<file path="src/sha256_message_hasher_assert.svh">
// assertion macros for the sha256 message hasher
`ifndef SHA256_MESSAGE_HASHER_ASSERT_SVH
`define SHA256_MESSAGE_HASHER_ASSERT_SVH

`ifndef SYNTHESIS

`define SHA_ASSERT_IMPLY(name, clk, rst, ante, cons, msg) \
   name: assert property (@(posedge clk) disable iff (rst) (ante) |-> (cons)) \
      else $error(msg);

`define SHA_ASSERT_NEXT(name, clk, rst, ante, cons, msg) \
   name: assert property (@(posedge clk) disable iff (rst) (ante) |=> (cons)) \
      else $error(msg);

`else

`define SHA_ASSERT_IMPLY(name, clk, rst, ante, cons, msg)

`define SHA_ASSERT_NEXT(name, clk, rst, ante, cons, msg)

`endif

`endif

</file>
<file path="src/sha256_pkg.sv">
`timescale 1ns / 1ps
`default_nettype none

package sha256_pkg;

   typedef struct packed {
      logic       load_byte;
      logic       pad;
      logic       pad_mark;
      logic       pad_len;
      logic       init_vars;
      logic       round_en;
      logic [5:0] round_idx;
      logic       fold;
      logic       reinit;
      logic [2:0] word_sel;
   } sha256_cmd_type;

   typedef struct packed {
      logic fill_last;
      logic fill_high;
   } sha256_status_type;

   localparam logic [5:0] LAST_ROUND = 6'd63;
   localparam logic [5:0] LAST_BYTE  = 6'd63;
   localparam logic [5:0] LEN_START  = 6'd56;
   localparam logic [2:0] LAST_WORD  = 3'd7;
   localparam logic [7:0] PAD_MARK   = 8'h80;

   localparam logic [31:0] INIT_HASH [8] = '{
      32'h6a09e667, 32'hbb67ae85, 32'h3c6ef372, 32'ha54ff53a,
      32'h510e527f, 32'h9b05688c, 32'h1f83d9ab, 32'h5be0cd19
   };

   localparam logic [31:0] ROUND_K [64] = '{
      32'h428a2f98, 32'h71374491, 32'hb5c0fbcf, 32'he9b5dba5,
      32'h3956c25b, 32'h59f111f1, 32'h923f82a4, 32'hab1c5ed5,
      32'hd807aa98, 32'h12835b01, 32'h243185be, 32'h550c7dc3,
      32'h72be5d74, 32'h80deb1fe, 32'h9bdc06a7, 32'hc19bf174,
      32'he49b69c1, 32'hefbe4786, 32'h0fc19dc6, 32'h240ca1cc,
      32'h2de92c6f, 32'h4a7484aa, 32'h5cb0a9dc, 32'h76f988da,
      32'h983e5152, 32'ha831c66d, 32'hb00327c8, 32'hbf597fc7,
      32'hc6e00bf3, 32'hd5a79147, 32'h06ca6351, 32'h14292967,
      32'h27b70a85, 32'h2e1b2138, 32'h4d2c6dfc, 32'h53380d13,
      32'h650a7354, 32'h766a0abb, 32'h81c2c92e, 32'h92722c85,
      32'ha2bfe8a1, 32'ha81a664b, 32'hc24b8b70, 32'hc76c51a3,
      32'hd192e819, 32'hd6990624, 32'hf40e3585, 32'h106aa070,
      32'h19a4c116, 32'h1e376c08, 32'h2748774c, 32'h34b0bcb5,
      32'h391c0cb3, 32'h4ed8aa4a, 32'h5b9cca4f, 32'h682e6ff3,
      32'h748f82ee, 32'h78a5636f, 32'h84c87814, 32'h8cc70208,
      32'h90befffa, 32'ha4506ceb, 32'hbef9a3f7, 32'hc67178f2
   };

endpackage

`default_nettype wire

</file>
<file path="src/sha256_if.sv">
`timescale 1ns / 1ps
`default_nettype none

interface sha256_req_if;
   logic       valid;
   logic       ready;
   logic       command;
   logic [7:0] data_byte;

   modport source (output valid, command, data_byte, input ready);
   modport sink (input valid, command, data_byte, output ready);
endinterface

interface sha256_rsp_if;
   logic        valid;
   logic        ready;
   logic [31:0] digest_word;
   logic [2:0]  word_index;
   logic        last_word;

   modport source (output valid, digest_word, word_index, last_word, input ready);
   modport sink (input valid, digest_word, word_index, last_word, output ready);
endinterface

`default_nettype wire

</file>
<file path="src/sha256_message_hasher.sv">
// sha-256 hasher for byte streams
// req_chan carries one item per message byte (command 0) or a finish item
// (command 1, data_byte ignored). rsp_chan returns the eight digest words of
// a finished message, word_index 0 first, last_word set on word 7.
// a byte that does not complete a 64-byte block leaves the hasher idle. the
// byte that completes one holds the input off while the block is hashed:
// load, 64 rounds of the single round unit, a fold into the chaining value.
// a finish item hashes the padded last block before the first word is
// offered, plus a second, length-only block when 56 or more bytes of the
// last block are held. the words go out one per cycle while rsp_chan.ready
// is high; a stalled receiver holds the current word and the block waits.
// the next message can start right after the eighth word is taken.
// input and output never overlap: req_chan.ready is high only while idle.
// reset is synchronous: the chaining value returns to the initial hash words,
// the byte count and bit length to zero, and any item in progress is dropped.
`timescale 1ns / 1ps
`default_nettype none

`include "sha256_message_hasher_assert.svh"

module sha256_message_hasher (
   input wire logic     clock,
   input wire logic     reset,
   sha256_req_if.sink   req_chan,
   sha256_rsp_if.source rsp_chan
);

   sha256_pkg::sha256_cmd_type    cmd;
   sha256_pkg::sha256_status_type status;
   logic                          req_fire;
   logic                          rsp_fire;

   assign req_fire = req_chan.valid && req_chan.ready;
   assign rsp_fire = rsp_chan.valid && rsp_chan.ready;

   sha256_ctrl u_ctrl (
      .clock       (clock),
      .reset       (reset),
      .req_fire    (req_fire),
      .req_command (req_chan.command),
      .rsp_fire    (rsp_fire),
      .status      (status),
      .cmd         (cmd),
      .req_ready   (req_chan.ready),
      .rsp_valid   (rsp_chan.valid),
      .word_index  (rsp_chan.word_index),
      .last_word   (rsp_chan.last_word)
   );

   sha256_datapath u_datapath (
      .clock       (clock),
      .reset       (reset),
      .cmd         (cmd),
      .data_byte   (req_chan.data_byte),
      .status      (status),
      .digest_word (rsp_chan.digest_word)
   );

   `SHA_ASSERT_IMPLY(a_no_overlap, clock, reset, rsp_chan.valid, !req_chan.ready, "rsp valid while taking input")
   `SHA_ASSERT_NEXT(a_finish_busy, clock, reset, req_fire && req_chan.command, !req_chan.ready && !rsp_chan.valid, "finish item not followed by compression")
   `SHA_ASSERT_NEXT(a_done_idle, clock, reset, rsp_fire && rsp_chan.last_word, req_chan.ready && !rsp_chan.valid, "not idle after last word")
   `SHA_ASSERT_NEXT(a_word_step, clock, reset, rsp_fire && !rsp_chan.last_word, rsp_chan.valid && (rsp_chan.word_index == $past(rsp_chan.word_index) + 3'd1), "digest words out of order")

endmodule

`default_nettype wire

</file>
<file path="src/sha256_datapath.sv">
`timescale 1ns / 1ps
`default_nettype none

module sha256_datapath (
   input  wire logic                          clock,
   input  wire logic                          reset,
   input  wire sha256_pkg::sha256_cmd_type    cmd,
   input  wire logic [7:0]                    data_byte,
   output      sha256_pkg::sha256_status_type status,
   output      logic [31:0]                   digest_word
);

   logic [5:0]  fill_ff, fill_in;
   logic [63:0] bits_ff, bits_in;
   logic [31:0] chain_ff [8];
   logic [31:0] chain_in [8];
   logic [31:0] vars_ff [8];
   logic [31:0] vars_in [8];
   logic [31:0] window_ff [16];
   logic [31:0] window_in [16];
   logic [31:0] sched_word;
   logic [31:0] t1, t2;

   function automatic logic [31:0] rotr(input logic [31:0] x, input int unsigned n);
      return (x >> n) | (x << (32 - n));
   endfunction

   // message schedule, window holds w[t] .. w[t+15]
   assign sched_word = (rotr(window_ff[14], 17) ^ rotr(window_ff[14], 19) ^
                        (window_ff[14] >> 10)) + window_ff[9] +
                       (rotr(window_ff[1], 7) ^ rotr(window_ff[1], 18) ^
                        (window_ff[1] >> 3)) + window_ff[0];

   assign t1 = vars_ff[7] +
               (rotr(vars_ff[4], 6) ^ rotr(vars_ff[4], 11) ^ rotr(vars_ff[4], 25)) +
               ((vars_ff[4] & vars_ff[5]) ^ (~vars_ff[4] & vars_ff[6])) +
               sha256_pkg::ROUND_K[cmd.round_idx] + window_ff[0];

   assign t2 = (rotr(vars_ff[0], 2) ^ rotr(vars_ff[0], 13) ^ rotr(vars_ff[0], 22)) +
               ((vars_ff[0] & vars_ff[1]) ^ (vars_ff[0] & vars_ff[2]) ^
                (vars_ff[1] & vars_ff[2]));

   always_comb begin
      window_in = window_ff;
      if (cmd.round_en) begin
         for (int j = 0; j < 15; j++) begin
            window_in[j] = window_ff[j + 1];
         end
         window_in[15] = sched_word;
      end else begin
         for (int j = 0; j < 16; j++) begin
            for (int b = 0; b < 4; b++) begin
               priority if (cmd.pad) begin
                  if (cmd.pad_mark && (6'(4 * j + b) < fill_ff)) begin
                     window_in[j][8 * (3 - b) +: 8] = window_ff[j][8 * (3 - b) +: 8];
                  end else if (cmd.pad_mark && (6'(4 * j + b) == fill_ff)) begin
                     window_in[j][8 * (3 - b) +: 8] = sha256_pkg::PAD_MARK;
                  end else begin
                     window_in[j][8 * (3 - b) +: 8] = 8'h00;
                  end
               end else if (cmd.load_byte && (6'(4 * j + b) == fill_ff)) begin
                  window_in[j][8 * (3 - b) +: 8] = data_byte;
               end else begin
                  window_in[j][8 * (3 - b) +: 8] = window_ff[j][8 * (3 - b) +: 8];
               end
            end
         end
         if (cmd.pad && cmd.pad_len) begin
            window_in[14] = bits_ff[63:32];
            window_in[15] = bits_ff[31:0];
         end
      end
   end

   always_comb begin
      vars_in = vars_ff;
      priority if (cmd.init_vars) begin
         vars_in = chain_ff;
      end else if (cmd.round_en) begin
         vars_in[7] = vars_ff[6];
         vars_in[6] = vars_ff[5];
         vars_in[5] = vars_ff[4];
         vars_in[4] = vars_ff[3] + t1;
         vars_in[3] = vars_ff[2];
         vars_in[2] = vars_ff[1];
         vars_in[1] = vars_ff[0];
         vars_in[0] = t1 + t2;
      end else begin
         vars_in = vars_ff;
      end
   end

   always_comb begin
      chain_in = chain_ff;
      fill_in  = fill_ff;
      bits_in  = bits_ff;
      priority if (cmd.reinit) begin
         chain_in = sha256_pkg::INIT_HASH;
         fill_in  = 6'd0;
         bits_in  = 64'd0;
      end else if (cmd.fold) begin
         for (int i = 0; i < 8; i++) begin
            chain_in[i] = chain_ff[i] + vars_ff[i];
         end
      end else if (cmd.load_byte) begin
         fill_in = fill_ff + 6'd1;
         bits_in = bits_ff + 64'd8;
      end else begin
         fill_in = fill_ff;
      end
   end

   always_ff @(posedge clock) begin
      if (reset) begin
         chain_ff <= sha256_pkg::INIT_HASH;
         fill_ff  <= 6'd0;
         bits_ff  <= 64'd0;
      end else begin
         chain_ff <= chain_in;
         fill_ff  <= fill_in;
         bits_ff  <= bits_in;
      end
   end

   always_ff @(posedge clock) begin
      window_ff <= window_in;
      vars_ff   <= vars_in;
   end

   assign status.fill_last = (fill_ff == sha256_pkg::LAST_BYTE);
   assign status.fill_high = (fill_ff >= sha256_pkg::LEN_START);
   assign digest_word      = chain_ff[cmd.word_sel];

endmodule

`default_nettype wire

</file>
<file path="src/sha256_ctrl.sv">
`timescale 1ns / 1ps
`default_nettype none

module sha256_ctrl (
   input  wire logic                          clock,
   input  wire logic                          reset,
   input  wire logic                          req_fire,
   input  wire logic                          req_command,
   input  wire logic                          rsp_fire,
   input  wire sha256_pkg::sha256_status_type status,
   output      sha256_pkg::sha256_cmd_type    cmd,
   output      logic                          req_ready,
   output      logic                          rsp_valid,
   output      logic [2:0]                    word_index,
   output      logic                          last_word
);

   localparam logic [2:0] ST_IDLE  = 3'd0;
   localparam logic [2:0] ST_LOAD  = 3'd1;
   localparam logic [2:0] ST_ROUND = 3'd2;
   localparam logic [2:0] ST_FOLD  = 3'd3;
   localparam logic [2:0] ST_EMIT  = 3'd4;

   logic [2:0] state_ff, state_in;
   logic [5:0] round_ff, round_in;
   logic [2:0] word_ff, word_in;
   logic       final_ff, final_in;
   logic       second_ff, second_in;

   always_comb begin
      state_in  = state_ff;
      round_in  = round_ff;
      word_in   = word_ff;
      final_in  = final_ff;
      second_in = second_ff;
      cmd       = '0;
      req_ready = 1'b0;
      rsp_valid = 1'b0;
      unique case (state_ff)
         ST_IDLE: begin
            req_ready = 1'b1;
            if (req_fire) begin
               if (!req_command) begin
                  cmd.load_byte = 1'b1;
                  final_in      = 1'b0;
                  second_in     = 1'b0;
                  if (status.fill_last) begin
                     state_in = ST_LOAD;
                  end
               end else begin
                  // first padded block, length goes in only if it fits
                  cmd.pad      = 1'b1;
                  cmd.pad_mark = 1'b1;
                  cmd.pad_len  = !status.fill_high;
                  final_in     = 1'b1;
                  second_in    = status.fill_high;
                  state_in     = ST_LOAD;
               end
            end
         end
         ST_LOAD: begin
            cmd.init_vars = 1'b1;
            round_in      = 6'd0;
            state_in      = ST_ROUND;
         end
         ST_ROUND: begin
            cmd.round_en  = 1'b1;
            cmd.round_idx = round_ff;
            round_in      = round_ff + 6'd1;
            if (round_ff == sha256_pkg::LAST_ROUND) begin
               state_in = ST_FOLD;
            end
         end
         ST_FOLD: begin
            cmd.fold = 1'b1;
            if (second_ff) begin
               // length-only block
               cmd.pad     = 1'b1;
               cmd.pad_len = 1'b1;
               second_in   = 1'b0;
               state_in    = ST_LOAD;
            end else if (final_ff) begin
               word_in  = 3'd0;
               state_in = ST_EMIT;
            end else begin
               state_in = ST_IDLE;
            end
         end
         ST_EMIT: begin
            rsp_valid    = 1'b1;
            cmd.word_sel = word_ff;
            if (rsp_fire) begin
               word_in = word_ff + 3'd1;
               if (word_ff == sha256_pkg::LAST_WORD) begin
                  cmd.reinit = 1'b1;
                  final_in   = 1'b0;
                  state_in   = ST_IDLE;
               end
            end
         end
         default: begin
            state_in = ST_IDLE;
         end
      endcase
   end

   always_ff @(posedge clock) begin
      if (reset) begin
         state_ff  <= ST_IDLE;
         round_ff  <= 6'd0;
         word_ff   <= 3'd0;
         final_ff  <= 1'b0;
         second_ff <= 1'b0;
      end else begin
         state_ff  <= state_in;
         round_ff  <= round_in;
         word_ff   <= word_in;
         final_ff  <= final_in;
         second_ff <= second_in;
      end
   end

   assign word_index = word_ff;
   assign last_word  = (word_ff == sha256_pkg::LAST_WORD);

endmodule

`default_nettype wire

</file>
<file path="src/flat_wrapper.sv">
// flat-port wrapper written by rule: the top's interface ports become plain ports
module sha256_message_hasher_flat 
  (clock, reset, req_chan_valid, req_chan_command, req_chan_data_byte, req_chan_ready, rsp_chan_valid, rsp_chan_digest_word, rsp_chan_word_index, rsp_chan_last_word, rsp_chan_ready);
  sha256_req_if req_chan_i ();
  sha256_rsp_if rsp_chan_i ();
  input wire logic clock;
  input wire logic reset;
  input wire logic [$bits(req_chan_i.valid)-1:0] req_chan_valid;
  input wire logic [$bits(req_chan_i.command)-1:0] req_chan_command;
  input wire logic [$bits(req_chan_i.data_byte)-1:0] req_chan_data_byte;
  output wire logic [$bits(req_chan_i.ready)-1:0] req_chan_ready;
  output wire logic [$bits(rsp_chan_i.valid)-1:0] rsp_chan_valid;
  output wire logic [$bits(rsp_chan_i.digest_word)-1:0] rsp_chan_digest_word;
  output wire logic [$bits(rsp_chan_i.word_index)-1:0] rsp_chan_word_index;
  output wire logic [$bits(rsp_chan_i.last_word)-1:0] rsp_chan_last_word;
  input wire logic [$bits(rsp_chan_i.ready)-1:0] rsp_chan_ready;
  assign req_chan_i.valid = req_chan_valid;
  assign req_chan_i.command = req_chan_command;
  assign req_chan_i.data_byte = req_chan_data_byte;
  assign req_chan_ready = req_chan_i.ready;
  assign rsp_chan_valid = rsp_chan_i.valid;
  assign rsp_chan_digest_word = rsp_chan_i.digest_word;
  assign rsp_chan_word_index = rsp_chan_i.word_index;
  assign rsp_chan_last_word = rsp_chan_i.last_word;
  assign rsp_chan_i.ready = rsp_chan_ready;
  sha256_message_hasher u_core (.clock(clock), .reset(reset), .req_chan(req_chan_i), .rsp_chan(rsp_chan_i));
endmodule
</file>
<file path="config.mk">
export PLATFORM = sky130hd
export DESIGN_NAME = sha256_message_hasher_flat
export DESIGN_NICKNAME = d
export VERILOG_FILES = /design/src/sha256_pkg.sv /design/src/sha256_if.sv /design/src/sha256_message_hasher.sv /design/src/sha256_datapath.sv /design/src/sha256_ctrl.sv /design/src/flat_wrapper.sv
export VERILOG_INCLUDE_DIRS = /design/src /design/src/src
export SDC_FILE = /design/constraint.sdc
export NUM_CORES = 2
export LEC_CHECK = 0
export ABC_AREA = 1
export BUFFER_PORTS_ARGS = -buffer_cell sky130_fd_sc_hd__buf_2
export CORE_MARGIN = 1
export CORE_UTILIZATION = 50
export DETAILED_ROUTE_END_ITERATION = 7
export HOLD_SLACK_MARGIN = 0.02
export PLACE_DENSITY = 0.68
export SLEW_MARGIN = 25
export SYNTH_ARGS = -nofsm -noshare
export SYNTH_HDL_FRONTEND = slang
export SYNTH_SLANG_ARGS = --single-unit
</file>
<file path="constraint.sdc">
create_clock -name clock -period 19.4 [get_ports clock]
set_input_delay 2.91 -clock clock [delete_from_list [all_inputs] [get_ports clock]]
set_output_delay 2.91 -clock clock [all_outputs]
set_load 0.05 [all_outputs]
</file>
==> impl_metrics.py <==
metrics = {
    "floorplan": {
        "die-area_um2": 160400,
        "die_y_um": 400.5,
        "ios": 51,
        "start_util": 0.5060,
        "die_w_um": 400.5,
        "rows": 145,
        "core_area_um2": 156900,
    },
    "run": {
        "drv_cap": 0,
    },
    "clock_tree": {
        "cts_tree": "built",
        "h-tree-depth": 4,
        "cts_buffers": 131,
        "cts_sinks": 1105,
        "path_clk_slew_ps": 70,
        "cts_hold_buf": 0,
        "cts_buffer_depth": 3,
        "root_buffer": "clkbuf_16",
        "clkLatencyLatePin_ps": 850,
        "cts_setup_buffers": 0,
        "cts_resized": 0,
    },
    "global_routing": {
        "grt-ovfl-total": 0,
        "grt_pass1_wl_um": 498100,
        "antenna_found_initial": 27,
        "grt_max_degree": 177,
        "track_usage": 0.4283,
        "grt_pass1_vias": 70109,
    },
    "finish": {
        "multi_input_area_um2": 43090,
        "area_growth_syn_to_layout_pct": 8.112,
        "fin_area_um2": 85850,
        "fillers": 14791,
        "seq_area_um2": 29810,
        "nNetsFinal": 10757,
        "final_common_cell": "nand2_1",
        "drive_above_1_share": 0.04553,
        "most-common-layout-cells": "nand2_1, inv_1, a21oi_1, o21ai_0, edfxtp_1",
    },
    "logic_synthesis": {
        "synthArstFlopShare": 0,
        "ys_types": 65,
        "synth_edf_count": 768,
        "synth_flop_cell": "edfxtp_1",
        "ys_ff_latch": 1105,
        "synthCells": 10337,
        "netlist_area_um2": 79400,
        "yosysSeqAreaShare": 0.3754,
        "syn_nets": 10939,
        "postSynthAreaPerCell_um2": 7.682,
        "ys_warn_count": 0,
    },
    "worst_hold_path": {
        "min_path_type": "flip-flop to flip-flop",
        "hp-start": "u_core.u_datapath.chain_ff[130]",
        "hold_depth": 2,
        "holdPathEnd": "u_core.u_datapath.chain_ff[130]",
    },
    "placed_design": {
        "place_area_um2": 81240,
        "routabilityCongestion": 1.063,
        "dp_hpwl_um": 271800,
        "port_buffers": 50,
    },
    "timing": {
        "setup_viol": 0,
        "fmax_mhz": 114.0,
        "hold_viol": 0,
        "period_share": 0.4521,
        "slew_headroom": 0.1092,
        "tightest_slew_ps": 1336,
        "min_period_ps": 8771,
        "clock_skew_ps": 48.09,
        "finalMaxSlewViolations": 0,
        "grt_setup_unrepaired": "no",
        "fin_tns_setup_ps": 0,
    },
    "setup_path": {
        "worstReg2RegEnd": "u_core.u_datapath.vars_ff[254]",
        "timing.rr.start": "u_core.u_ctrl.state_ff[0]",
        "crit_path_end_kind": "primary output",
        "crit_arrival_ps": 5860,
        "ff2ff_setup_slack_ps": 10650,
        "crit_path_start_kind": "flip-flop",
        "crit_required_ps": 16490,
        "r2r_cells": 31,
        "path_class": "flip-flop to primary output",
        "crit_fanout": 49,
    },
    "status": {
        "status": "complete, no violations",
    },
    "drt": {
        "drt_pass1_iterations": 7,
        "routedWlPerCell_um": 28.71,
        "drc": 0,
        "vias": 76783,
        "routed_wl_um": 353800,
        "ant_nets": 0,
        "drt-initial-drc-count": 11600,
        "viasPerCell": 6.230,
    },
}
[worst max path at each step]
stage               slack [ps]                             end  depth (start not counted)                   startpoint
detailed placement       10900  u_core.u_datapath.vars_ff[254]                         31    u_core.u_ctrl.state_ff[0]
global placement         10830  u_core.u_datapath.vars_ff[250]                         31    u_core.u_ctrl.state_ff[0]
floorplan                11810       u_core.u_ctrl.round_ff[4]                          7    u_core.u_ctrl.state_ff[0]
CTS                      10870  u_core.u_datapath.vars_ff[255]                         34    u_core.u_ctrl.state_ff[0]
global route             10200  u_core.u_datapath.vars_ff[255]                         34    u_core.u_ctrl.state_ff[0]
finish                   10630        rsp_chan_digest_word[12]                          9  u_core.u_ctrl.word_index[0]
[cells in the mapped netlist (4+ instances only)]
| cell type | count | area, µm² |
|---|---|---|
| a31oi_1 | 67 | 419.2 |
| nor2_4 | 7 | 78.83 |
| a22oi_1 | 35 | 262.8 |
| o21bai_1 | 72 | 540.5 |
| inv_1 | 1296 | 4865 |
| a32oi_1 | 5 | 43.79 |
| or2_2 | 47 | 294.0 |
| nor4_1 | 32 | 200.2 |
| a21boi_0 | 26 | 195.2 |
| a221oi_1 | 34 | 297.8 |
| clkbuf_1 | 364 | 1366 |
| buf_2 | 62 | 310.3 |
| o22ai_1 | 41 | 256.5 |
| nor3_1 | 133 | 665.6 |
| a221o_1 | 6 | 60.06 |
| o31a_1 | 13 | 113.9 |
| nand4_1 | 83 | 519.3 |
| clkinv_1 | 4 | 15.01 |
| nand2_1 | 2643 | 9921 |
| o221ai_1 | 55 | 481.7 |
| a211oi_1 | 12 | 90.09 |
| dfxtp_1 | 337 | 6746 |
| nand3b_1 | 25 | 187.7 |
| xor2_1 | 256 | 2242 |
| edfxtp_1 | 768 | 23060 |
| a21o_1 | 69 | 518.0 |
| nand3_1 | 403 | 2017 |
| maj3_1 | 28 | 280.3 |
| nand2_2 | 6 | 37.54 |
| o211ai_1 | 140 | 1051 |
| a21oi_1 | 909 | 4549 |
| o21a_1 | 23 | 172.7 |
| o21ai_0 | 821 | 4109 |
| o31ai_1 | 11 | 82.58 |
| nor2_2 | 11 | 68.82 |
| ha_1 | 394 | 4930 |
| xnor2_1 | 157 | 1375 |
| inv_2 | 13 | 48.80 |
| buf_1 | 18 | 67.56 |
| a31o_2 | 6 | 52.55 |
| fa_1 | 195 | 3904 |
| o311ai_0 | 5 | 43.79 |
| nor2_1 | 664 | 2492 |
[worst max-delay path: stages (launching register included)]
cell,delay [ps]
dfxtp_2,900
inv_2,380
nor2_4,240
buf_4,450
buf_4,660
o21ai_0,170
o21ai_0,840
nor2_1,100
a31oi_1,790
buf_2,430
[metrics by stage]
step                      instances  hold WS [ps]  setup WS (ps)    util
after detailed placement      12079         477.3          10900  0.5177
after global placement        12077         468.7          10830  0.5175
final                         12324         490.8          10630  0.5470
after global routing          12316         504.4          10200  0.5469
after CTS                     12315         488.9          10870  0.5462
after floorplan               10337         462.7          11810       -
[sequential cells by signal, indices dropped and copies added, names as in the netlist]
signal / count
u_core.u_datapath.bits_ff: 61
u_core.u_datapath.chain_ff: 256
u_core.u_datapath.window_ff: 512
u_core.u_datapath.vars_ff: 256
u_core.u_ctrl.second_ff: 1
u_core.u_ctrl.round_ff: 6
u_core.u_ctrl.word_index: 3
u_core.u_ctrl.final_ff: 1
u_core.u_ctrl.state_ff: 3
u_core.u_datapath.fill_ff: 6
[cell families after synthesis]
family / Yosys count / share of synthesized area
XOR/XNOR: 413 / 0.04555
multiplexers: 2 / 0.0002521
flip-flops: 1105 / 0.3754
AND/OR/NAND/NOR: 4071 / 0.2096
adder cells (fa/ha/maj): 617 / 0.1148
AO/OA/AOI/OAI: 2369 / 0.1701
buffers and inverters: 1760 / 0.08432
[layer usage]
metal | up-vias | global-route usage | part of all wire
met2 | 5073 | 0.6213 | 0.41
met4 | 26 | 0.2144 | 0.059
met3 | 947 | 0.1244 | 0.13
met1 | 36522 | 0.5804 | 0.40
met5 | - | 0 | 0.00046
li1 | 34215 | - | -
[layout make-up]
cell class,count,area share
Clock inverter,62,0.01051
Inverter,1313,0.05766
Antenna cell,8,0.0002332
Tap cell,2058,0.03000
Clock buffer,174,0.04173
Timing Repair Buffer,132,0.01070
Sequential cell,1105,0.3472
Multi-Input combinational cell,7472,0.5019
Power is not shown: default switching activity piles up to over one toggle a cycle in this logic, so the estimate is an artifact.
